--- src/rtl/core/arpresp_pkg.sv ---
`timescale 1ns / 1ps
// ----------------------------------------------------------------------------
// arpresp_pkg
// Shared types, constants and byte-map helpers of the ARP request responder.
// ----------------------------------------------------------------------------
package arpresp_pkg;

	localparam int HdrLen   = 42;
	localparam int HdrAddrW = $clog2(HdrLen);
	localparam int MacBytes = 6;
	localparam int IpBytes  = 4;
	localparam int CheckLen = MacBytes + IpBytes;
	localparam int CheckW   = $clog2(CheckLen);
	localparam int CfgIdxW  = 2;
	localparam int CfgDataW = 48;

	// Register indexes of the configuration port
	localparam logic [CfgIdxW-1:0] REG_STATION_MAC = 2'd0;
	localparam logic [CfgIdxW-1:0] REG_STATION_IP  = 2'd1;
	localparam logic [CfgIdxW-1:0] REG_ENABLE      = 2'd2;

	// Fixed header bytes of an ARP request over Ethernet / IPv4
	localparam logic [7:0] EthTypeHi   = 8'h08;
	localparam logic [7:0] EthTypeLo   = 8'h06;
	localparam logic [7:0] HwTypeHi    = 8'h00;
	localparam logic [7:0] HwTypeLo    = 8'h01;
	localparam logic [7:0] ProtoTypeHi = 8'h08;
	localparam logic [7:0] ProtoTypeLo = 8'h00;
	localparam logic [7:0] OpcodeHi    = 8'h00;
	localparam logic [7:0] OpReqLo     = 8'h01;
	localparam logic [7:0] OpReplyLo   = 8'h02;
	localparam logic [7:0] BcastByte   = 8'hff;

	// Header offsets of the first target IP byte in the received frame
	localparam logic [HdrAddrW-1:0] TpaOffset = HdrAddrW'(38);

	typedef enum logic [2:0] {
		ST_IDLE,
		ST_CHECK,
		ST_CHK_END,
		ST_DECIDE,
		ST_EMIT
	} state_t;

	typedef enum logic [1:0] {
		SRC_MEM,
		SRC_MAC,
		SRC_IP,
		SRC_CONST
	} src_sel_t;

	// Where one reply byte comes from: header memory address, address byte
	// lane, or a fixed value.
	typedef struct packed {
		src_sel_t            sel;
		logic [HdrAddrW-1:0] addr;
		logic [7:0]          value;
	} reply_src_t;

	typedef struct packed {
		logic       check;
		logic [7:0] value;
	} hdr_rule_t;

	typedef struct packed {
		logic                we;
		logic [HdrAddrW-1:0] waddr;
		logic [7:0]          wdata;
		logic [HdrAddrW-1:0] raddr;
	} ram_ctrl_t;

	function automatic hdr_rule_t hdr_rule(input logic [HdrAddrW-1:0] idx);
		hdr_rule_t r;
		r.check = 1'b1;
		r.value = 8'h00;
		case (idx)
			HdrAddrW'(12): r.value = EthTypeHi;
			HdrAddrW'(13): r.value = EthTypeLo;
			HdrAddrW'(14): r.value = HwTypeHi;
			HdrAddrW'(15): r.value = HwTypeLo;
			HdrAddrW'(16): r.value = ProtoTypeHi;
			HdrAddrW'(17): r.value = ProtoTypeLo;
			HdrAddrW'(20): r.value = OpcodeHi;
			HdrAddrW'(21): r.value = OpReqLo;
			default:       r.check = 1'b0;
		endcase
		return r;
	endfunction

	function automatic reply_src_t reply_src(input logic [HdrAddrW-1:0] idx);
		reply_src_t s;
		s.sel   = SRC_MEM;
		s.addr  = idx;
		s.value = 8'h00;
		if (idx < HdrAddrW'(6)) begin
			s.addr = idx + HdrAddrW'(6);
		end else if (idx < HdrAddrW'(12)) begin
			s.sel  = SRC_MAC;
			s.addr = idx - HdrAddrW'(6);
		end else if (idx < HdrAddrW'(20)) begin
			s.addr = idx;
		end else if (idx == HdrAddrW'(20)) begin
			s.sel   = SRC_CONST;
			s.value = OpcodeHi;
		end else if (idx == HdrAddrW'(21)) begin
			s.sel   = SRC_CONST;
			s.value = OpReplyLo;
		end else if (idx < HdrAddrW'(28)) begin
			s.sel  = SRC_MAC;
			s.addr = idx - HdrAddrW'(22);
		end else if (idx < HdrAddrW'(32)) begin
			s.sel  = SRC_IP;
			s.addr = idx - HdrAddrW'(28);
		end else begin
			s.addr = idx - HdrAddrW'(10);
		end
		return s;
	endfunction

	function automatic logic [7:0] mac_byte(input logic [47:0] mac, input logic [2:0] lane);
		logic [7:0] b;
		case (lane)
			3'd0:    b = mac[47:40];
			3'd1:    b = mac[39:32];
			3'd2:    b = mac[31:24];
			3'd3:    b = mac[23:16];
			3'd4:    b = mac[15:8];
			default: b = mac[7:0];
		endcase
		return b;
	endfunction

	function automatic logic [7:0] ip_byte(input logic [31:0] ip, input logic [1:0] lane);
		logic [7:0] b;
		case (lane)
			2'd0:    b = ip[31:24];
			2'd1:    b = ip[23:16];
			2'd2:    b = ip[15:8];
			default: b = ip[7:0];
		endcase
		return b;
	endfunction

endpackage

--- src/rtl/core/arpresp_ram.sv ---
`timescale 1ns / 1ps
// ----------------------------------------------------------------------------
// arpresp_ram
// Generic single-write, single-read RAM with a registered read port.
// ----------------------------------------------------------------------------
module arpresp_ram #(
	parameter int Width = 8,
	parameter int Depth = 42
) (
	input  logic                     clk,
	input  logic                     we,
	input  logic [$clog2(Depth)-1:0] waddr,
	input  logic [Width-1:0]         wdata,
	input  logic [$clog2(Depth)-1:0] raddr,
	output logic [Width-1:0]         rdata
);

	logic [Width-1:0] mem_q [Depth];

	always_ff @(posedge clk) begin
		if (we) begin
			mem_q[waddr] <= wdata;
		end
		rdata <= mem_q[raddr];
	end

endmodule

--- src/rtl/core/arp_request_responder.sv ---
`timescale 1ns / 1ps
// ----------------------------------------------------------------------------
// arp_request_responder
// Stores the first 42 bytes of each received frame and answers an ARP
// request for the station IP with a 42-byte ARP reply.
// ----------------------------------------------------------------------------
//
// Channel   Direction  Handshake               Payload
// frame     in         start & !busy           frame_byte, frame_end
// reply     out        reply_valid             reply_byte, reply_last
// config    in         cfg_write               cfg_index, cfg_data
//
// Busy stays low while a frame streams in, so bytes may arrive back to back.
// On the last byte of a frame of at least 42 bytes whose fixed header fields
// match, busy rises: header RAM reads check the destination MAC and the target
// IP, the check-end and decide states settle the decision, then one reply
// byte per cycle is read from the RAM port and passes through the stage-1 and
// output registers, 42 in all. A matching frame holds busy until its last reply
// byte is out, a rejected one through the decide state. Reset clears control
// and configuration; the header RAM is not cleared. The receiver cannot stall.
// ----------------------------------------------------------------------------
module arp_request_responder (
	input  logic                                 clk,
	input  logic                                 arst_n,
	input  logic                                 start,
	output logic                                 busy,
	input  logic [7:0]                           frame_byte,
	input  logic                                 frame_end,
	input  logic                                 cfg_write,
	input  logic [arpresp_pkg::CfgIdxW-1:0]      cfg_index,
	input  logic [arpresp_pkg::CfgDataW-1:0]     cfg_data,
	output logic                                 reply_valid,
	output logic [7:0]                           reply_byte,
	output logic                                 reply_last
);

	import arpresp_pkg::*;

	// Configuration registers
	logic [47:0] station_mac_q;
	logic [31:0] station_ip_q;
	logic        responder_enable_q;

	// Receive side
	logic [HdrAddrW-1:0] byte_count_q;
	logic                hdr_ok_q;
	logic                accept;
	logic                hdr_full;
	hdr_rule_t           rule;

	// Sequencer
	state_t              state_q, state_d;
	logic [CheckW-1:0]   chk_cnt_q;
	logic [HdrAddrW-1:0] emit_cnt_q;
	logic                to_me_q, to_all_q, tpa_ok_q;
	logic                reply_ok;
	reply_src_t          src;

	// Pipeline behind the RAM read
	logic                chk_valid_s1;
	logic [CheckW-1:0]   chk_idx_s1;
	logic                emit_valid_s1;
	logic                emit_last_s1;
	reply_src_t          emit_src_s1;

	// Output register
	logic                reply_valid_q;
	logic                reply_last_q;
	logic [7:0]          reply_byte_q;

	ram_ctrl_t           ram_ctrl;
	logic [7:0]          ram_rdata;
	logic [7:0]          chk_expect;

	// ------------------------------------------------------------------------
	// Configuration: indexes beyond the register list are dropped
	// ------------------------------------------------------------------------
	always_ff @(posedge clk or negedge arst_n) begin
		if (!arst_n) begin
			station_mac_q      <= '0;
			station_ip_q       <= '0;
			responder_enable_q <= 1'b0;
		end else if (cfg_write) begin
			case (cfg_index)
				REG_STATION_MAC: station_mac_q      <= cfg_data[47:0];
				REG_STATION_IP:  station_ip_q       <= cfg_data[31:0];
				REG_ENABLE:      responder_enable_q <= cfg_data[0];
				default:         ;
			endcase
		end
	end

	// ------------------------------------------------------------------------
	// Receive: store the header, track the fixed fields as they stream past
	// ------------------------------------------------------------------------
	assign accept   = start && !busy;
	assign hdr_full = (byte_count_q >= HdrAddrW'(HdrLen - 1));
	assign rule     = hdr_rule(byte_count_q);

	always_ff @(posedge clk or negedge arst_n) begin
		if (!arst_n) begin
			byte_count_q <= '0;
			hdr_ok_q     <= 1'b0;
		end else if (accept) begin
			if (frame_end) begin
				byte_count_q <= '0;
			end else if (byte_count_q < HdrAddrW'(HdrLen)) begin
				byte_count_q <= byte_count_q + HdrAddrW'(1);
			end
			// Re-arm on the first byte, drop on any fixed-field mismatch
			if (byte_count_q == '0) begin
				hdr_ok_q <= 1'b1;
			end else if (rule.check && (frame_byte != rule.value)) begin
				hdr_ok_q <= 1'b0;
			end
		end
	end

	// ------------------------------------------------------------------------
	// Header RAM: written while receiving, read while checking and replying
	// ------------------------------------------------------------------------
	assign src = reply_src(emit_cnt_q);

	always_comb begin
		ram_ctrl.we    = accept && (byte_count_q < HdrAddrW'(HdrLen));
		ram_ctrl.waddr = byte_count_q;
		ram_ctrl.wdata = frame_byte;
		if (state_q == ST_CHECK) begin
			// Destination MAC bytes first, then the target IP bytes
			if (chk_cnt_q < CheckW'(MacBytes)) begin
				ram_ctrl.raddr = HdrAddrW'(chk_cnt_q);
			end else begin
				ram_ctrl.raddr = HdrAddrW'(chk_cnt_q - CheckW'(MacBytes)) + TpaOffset;
			end
		end else begin
			ram_ctrl.raddr = src.addr;
		end
	end

	arpresp_ram #(
		.Width(8),
		.Depth(HdrLen)
	) u_hdr_ram (
		.clk   (clk),
		.we    (ram_ctrl.we),
		.waddr (ram_ctrl.waddr),
		.wdata (ram_ctrl.wdata),
		.raddr (ram_ctrl.raddr),
		.rdata (ram_rdata)
	);

	// ------------------------------------------------------------------------
	// Sequencer
	// ------------------------------------------------------------------------
	assign reply_ok = responder_enable_q && (station_ip_q != '0) &&
	                  (to_me_q || to_all_q) && tpa_ok_q;

	always_comb begin
		state_d = state_q;
		case (state_q)
			ST_IDLE: begin
				if (accept && frame_end && hdr_full && hdr_ok_q) begin
					state_d = ST_CHECK;
				end
			end
			ST_CHECK: begin
				if (chk_cnt_q == CheckW'(CheckLen - 1)) begin
					state_d = ST_CHK_END;
				end
			end
			ST_CHK_END: state_d = ST_DECIDE;
			ST_DECIDE:  state_d = reply_ok ? ST_EMIT : ST_IDLE;
			ST_EMIT: begin
				if (emit_cnt_q == HdrAddrW'(HdrLen - 1)) begin
					state_d = ST_IDLE;
				end
			end
			default: state_d = ST_IDLE;
		endcase
	end

	always_ff @(posedge clk or negedge arst_n) begin
		if (!arst_n) begin
			state_q <= ST_IDLE;
		end else begin
			state_q <= state_d;
		end
	end

	// Advance the check and emit counters
	always_ff @(posedge clk or negedge arst_n) begin
		if (!arst_n) begin
			chk_cnt_q  <= '0;
			emit_cnt_q <= '0;
		end else begin
			chk_cnt_q  <= (state_q == ST_CHECK) ? chk_cnt_q + CheckW'(1) : '0;
			emit_cnt_q <= (state_q == ST_EMIT) ? emit_cnt_q + HdrAddrW'(1) : '0;
		end
	end

	// ------------------------------------------------------------------------
	// Stage 1: RAM data is back; compare or pick the reply byte
	// ------------------------------------------------------------------------
	always_ff @(posedge clk or negedge arst_n) begin
		if (!arst_n) begin
			chk_valid_s1  <= 1'b0;
			emit_valid_s1 <= 1'b0;
		end else begin
			chk_valid_s1  <= (state_q == ST_CHECK);
			emit_valid_s1 <= (state_q == ST_EMIT);
		end
	end

	always_ff @(posedge clk) begin
		chk_idx_s1   <= chk_cnt_q;
		emit_src_s1  <= src;
		emit_last_s1 <= (emit_cnt_q == HdrAddrW'(HdrLen - 1));
	end

	always_comb begin
		if (chk_idx_s1 < CheckW'(MacBytes)) begin
			chk_expect = mac_byte(station_mac_q, 3'(chk_idx_s1));
		end else begin
			chk_expect = ip_byte(station_ip_q, 2'(chk_idx_s1 - CheckW'(MacBytes)));
		end
	end

	// Accumulate the address matches; arm them while idle, before the check starts
	always_ff @(posedge clk or negedge arst_n) begin
		if (!arst_n) begin
			to_me_q  <= 1'b0;
			to_all_q <= 1'b0;
			tpa_ok_q <= 1'b0;
		end else if (state_q == ST_IDLE) begin
			to_me_q  <= 1'b1;
			to_all_q <= 1'b1;
			tpa_ok_q <= 1'b1;
		end else if (chk_valid_s1) begin
			if (chk_idx_s1 < CheckW'(MacBytes)) begin
				if (ram_rdata != chk_expect) to_me_q  <= 1'b0;
				if (ram_rdata != BcastByte)  to_all_q <= 1'b0;
			end else if (ram_rdata != chk_expect) begin
				tpa_ok_q <= 1'b0;
			end
		end
	end

	// ------------------------------------------------------------------------
	// Output register
	// ------------------------------------------------------------------------
	always_ff @(posedge clk or negedge arst_n) begin
		if (!arst_n) begin
			reply_valid_q <= 1'b0;
			reply_last_q  <= 1'b0;
		end else begin
			reply_valid_q <= emit_valid_s1;
			reply_last_q  <= emit_valid_s1 && emit_last_s1;
		end
	end

	always_ff @(posedge clk) begin
		case (emit_src_s1.sel)
			SRC_MEM:   reply_byte_q <= ram_rdata;
			SRC_MAC:   reply_byte_q <= mac_byte(station_mac_q, 3'(emit_src_s1.addr));
			SRC_IP:    reply_byte_q <= ip_byte(station_ip_q, 2'(emit_src_s1.addr));
			SRC_CONST: reply_byte_q <= emit_src_s1.value;
			default:   reply_byte_q <= emit_src_s1.value;
		endcase
	end

	assign busy        = (state_q != ST_IDLE) || emit_valid_s1 || reply_valid_q;
	assign reply_valid = reply_valid_q;
	assign reply_last  = reply_last_q;
	assign reply_byte  = reply_byte_q;

	// ------------------------------------------------------------------------
	// Assertions
	// ------------------------------------------------------------------------
`ifndef SYNTHESIS
	a_reply_in_busy: assert property (@(posedge clk) disable iff (!arst_n)
		reply_valid |-> busy)
		else $error("reply byte outside a busy window");

	a_reply_from_emit: assert property (@(posedge clk) disable iff (!arst_n)
		reply_valid |-> $past(state_q == ST_EMIT, 2))
		else $error("reply byte not issued by the emit sequence");

	a_last_ends_reply: assert property (@(posedge clk) disable iff (!arst_n)
		reply_last |=> !reply_valid && !busy)
		else $error("reply continues after its last byte");

	a_no_write_busy: assert property (@(posedge clk) disable iff (!arst_n)
		(state_q != ST_IDLE) |-> !ram_ctrl.we)
		else $error("header RAM written while checking or replying");
`endif

endmodule

--- config.mk ---
export PLATFORM = sky130hd
export DESIGN_NAME = arp_request_responder
export DESIGN_NICKNAME = d
export VERILOG_FILES = /design/src/rtl/core/arpresp_pkg.sv /design/src/rtl/core/arpresp_ram.sv /design/src/rtl/core/arp_request_responder.sv
export SDC_FILE = /design/constraint.sdc
export NUM_CORES = 1
export LEC_CHECK = 0
export ABC_AREA = 1
export BUFFER_PORTS_ARGS = -buffer_cell sky130_fd_sc_hd__buf_2
export CAP_MARGIN = 20
export CORE_ASPECT_RATIO = 2
export CORE_MARGIN = 3
export CORE_UTILIZATION = 50
export CTS_CLUSTER_SIZE = 25
export DETAILED_ROUTE_END_ITERATION = 8
export GPL_TIMING_DRIVEN = 0
export PLACE_DENSITY = 0.66
export SLEW_MARGIN = 10
export SYNTH_ARGS = -nofsm -noshare
export SYNTH_HDL_FRONTEND = slang
export SYNTH_SLANG_ARGS = --single-unit
--- constraint.sdc ---
create_clock -name clk -period 2.4 [get_ports clk]
set_input_delay 0.6 -clock clk [delete_from_list [all_inputs] [get_ports clk]]
set_output_delay 0.6 -clock clk [all_outputs]
set_load 0.02 [all_outputs]
==> impl_metrics.json <==
{
  "die_x_microns": 153.3,
  "worstPathRequired_ns": 2.86,
  "rows": 107,
  "criticalPathCategory": "flop to flop",
  "io_pins": 74,
  "grt_pass1_vias": 17210,
  "multi_input_area_sq_um": 8020,
  "syn_area_sq_um": 21710,
  "synth_ff_type": "edfxtp_1",
  "powerDensity_nw_per_um2": 1183,
  "tns_ns": -1.052,
  "synth_cells": 2281,
  "power_frac_comb": 0.463,
  "syn_area_per_cell_sq_um": 9.516,
  "synth_edf_count": 336,
  "grt_overflow": 0,
  "vias_per_cell": 5.569,
  "cts_tree": "yes",
  "tightest_slew_ns": 1.091,
  "worst_clock_skew_ns": 0.01581,
  "layout_min_cycle_time_ns": 2.572,
  "async_flop_share": 0.2293,
  "fmax_mhz": 388.8,
  "cap_violations": 0,
  "cp-end-kind": "flop",
  "wl_per_cell_microns": 24.45,
  "finalHoldViolations": 0,
  "timing.rr.start": "emit_cnt_q[2]",
  "dp_hpwl_mm": 54.89,
  "drive_above_1_share": 0.2228,
  "fin_ws_ns": -0.1723,
  "fin_area_sq_um": 26400,
  "clk_path_buf_depth": 3,
  "ant_nets": 0,
  "place_area_sq_um": 22790,
  "track_usage": 0.3186,
  "htree_levels": 2,
  "hold_path_class": "primary input to flop",
  "failed_checks": "negative setup slack",
  "synth_top_area_cell": "edfxtp_1",
  "ff_latch_area_sq_um": 13340,
  "yosysMostFrequentCell": "nand2_1",
  "synth.distinct_cells": 52,
  "ir_worst_vdd_uv": 782.4,
  "drc": 0,
  "clock-root-buffer": "clkbuf_16",
  "drt-pass1-iter-count": 7,
  "vias": 16960,
  "layout.nets": 2551,
  "setup_viol_count_final": 9,
  "drv_slew": 0,
  "n_antenna_cell": 0,
  "synth_top_area_share": 0.4648,
  "p_leak_nw": 11.17,
  "worstHoldStart": "cfg_data[39]",
  "port_buffers": 73,
  "finalWeightedCongestion": 0.9912,
  "cts.clk_slew.worst_paths_ns": 0.07,
  "area_growth_pct": 21.60,
  "critPathSlowestCell": "dfrtp_2",
  "hold_ws_ns": 0.2602,
  "cp_top_family": "simple AND/OR/NAND/NOR gates",
  "power.switching_w": 0.01331,
  "die_height_microns": 300.7,
  "fin_crit_sh": 1.072,
  "cp_max_fo": 7,
  "synth_warnings": 0,
  "setup.worst_path.start": "emit_cnt_q[2]",
  "grt_max_degree": 84,
  "slowest_delay_ns": 0.49,
  "ys_top_cells_by_count": "630 x nand2_1, 336 x edfxtp_1, 290 x inv_1, 244 x o21ai_0, 189 x nand3_1",
  "startpoint_type": "flop",
  "die_area_sq_um": 46100,
  "p_clk_frac": 0.218,
  "initial_core_util": 0.5083,
  "antenna_found_initial": 0,
  "fillers": 3580,
  "ys_ff_latch": 471,
  "switching_share": 0.4261,
  "intPower_w": 0.01792,
  "first_iter_violations": 988,
  "fin_util": 0.6181,
  "p_seq_frac": 0.319,
  "synth.top_cells.by_area": "edfxtp_1 46%, dfrtp_1 12%, nand2_1 11%",
  "wirelength_mm": 74.45,
  "outcome": "finished with violations",
  "fp.coreArea_sq_um": 42710,
  "cp_cell_sequence": "inv_4, ha_4, o21ai_4, nand3_4, nand2_2, nand2_2, nand3_4, nand2_8, buf_12, buf_8, o211ai_1, nand3_1, o211ai_1, nand2_1",
  "max_slew_margin": 0.2730,
  "rsz0062_at_grt": "yes",
  "crit_buf_inv": 3,
  "ys_seq_area_frac": 0.6142,
  "syn-num-nets": 2362,
  "cp_data_arrival_time_ns": 3.03,
  "clk_latency_ns": 0.58,
  "clock_sinks": 471,
  "numCtsBuffers": 43,
  "grt_pass1_wl_mm": 107.4,
  "dpl_worst_slack_ns": -0.9420
}
==> layer usage <==
metal / share of wire / GRT usage
met5: 0 / 0
met4: 0.11 / 0.2707
met3: 0.037 / 0.03509
met2: 0.55 / 0.6243
met1: 0.30 / 0.2785
==> cell usage in the layout (no fill, tap or decap), drive strengths merged, types with 4 or more instances in the layout <==
cell type  netlist  layout
o211ai          36      36
o221ai           5       5
dfrtp          108     108
xor2             5       5
o21ai          285     285
nor4             8       8
ha              18      18
nor3            11      11
buf             59     200
nor2           112     112
a21oi           34      34
mux2            23      23
nand3b           4       4
clkbuf          36      90
o21bai           4       4
clkinv           3      15
nand3          190     190
nand2          633     633
o22ai            7       7
nand4           11      11
o2111ai          7       7
inv            294     302
dfxtp           27      27
edfxtp         336     336
==> power by group through the flow <==
stage / Combinational (W) / Sequential [W] / Clock (W)
finish: 0.0145 / 0.00996 / 0.00681
global route: 0.0155 / 0.00999 / 0.00718
CTS: 0.0136 / 0.00993 / 0.00691
detailed placement: 0.0113 / 0.0101 / 0
global placement: 0.0112 / 0.0101 / 0
floorplan: 0.00682 / 0.00991 / 0
==> state kept, by name, summed over array words and instances (netlist names), 3 cells and up <==
name / cells
u_hdr_ram.mem_q: 336
station_mac_q: 48
station_ip_q: 32
reply_byte: 8
u_hdr_ram.rdata: 8
byte_count_q: 6
emit_cnt_q: 6
emit_src_s1: 6
chk_cnt_q: 4
chk_idx_s1: 4
state_q: 3
==> timing repair <==
action	4_1_cts	5_1_grt
buffers inserted	55	14
pin swaps	46	66
resized for setup	298	132
endpoints found under the setup margin	353	267
gates cloned	4	1
endpoints found under the hold margin	25	0
hold buffers	1	0
==> metrics by stage <==
stage | instances | power [W]
4_1_cts | 3035 | 0.03043
2_1_floorplan | 2281 | 0.01673
5_1_grt | 3045 | 0.03266
3_3_place_gp | 2899 | 0.02127
6_report | 3045 | 0.03122
3_5_place_dp | 2900 | 0.02137
==> area by class of cell <==
cell class / instances / share of cell area
buffer: 92 / 0.02446
multi-input combinational: 1418 / 0.3038
clock buffer: 52 / 0.04494
inverter: 297 / 0.04328
timing repair buffer: 147 / 0.04513
tap: 545 / 0.02583
sequential: 471 / 0.5055
clock inverter: 23 / 0.007016
==> logic make-up (layout without fill, tap and decap cells) <==
| kind of cell | count (synthesis) | in the layout | synth area share |
|---|---|---|---|
| xor+xnor | 7 | 7 | 0.002824 |
| fa+ha+maj | 18 | 18 | 0.01038 |
| buf+inv | 392 | 611 | 0.07332 |
| simple gates | 975 | 975 | 0.1857 |
| compound gates | 395 | 395 | 0.1017 |
| mux | 23 | 23 | 0.01193 |
| flops | 471 | 471 | 0.6142 |
==> worst paths after layout <==
check,to,slack (ns),depth (start not counted)
min,station_mac_q[39],0.26,2
max in group asynchronous,station_ip_q[4],1.17,3
min in group asynchronous,emit_cnt_q[5],0.46,2
max reg2reg,u_hdr_ram.rdata[4],-0.17,14
min reg2reg,reply_last,0.42,2
max,u_hdr_ram.rdata[4],-0.17,14
(Power assumes the default switching activity.)
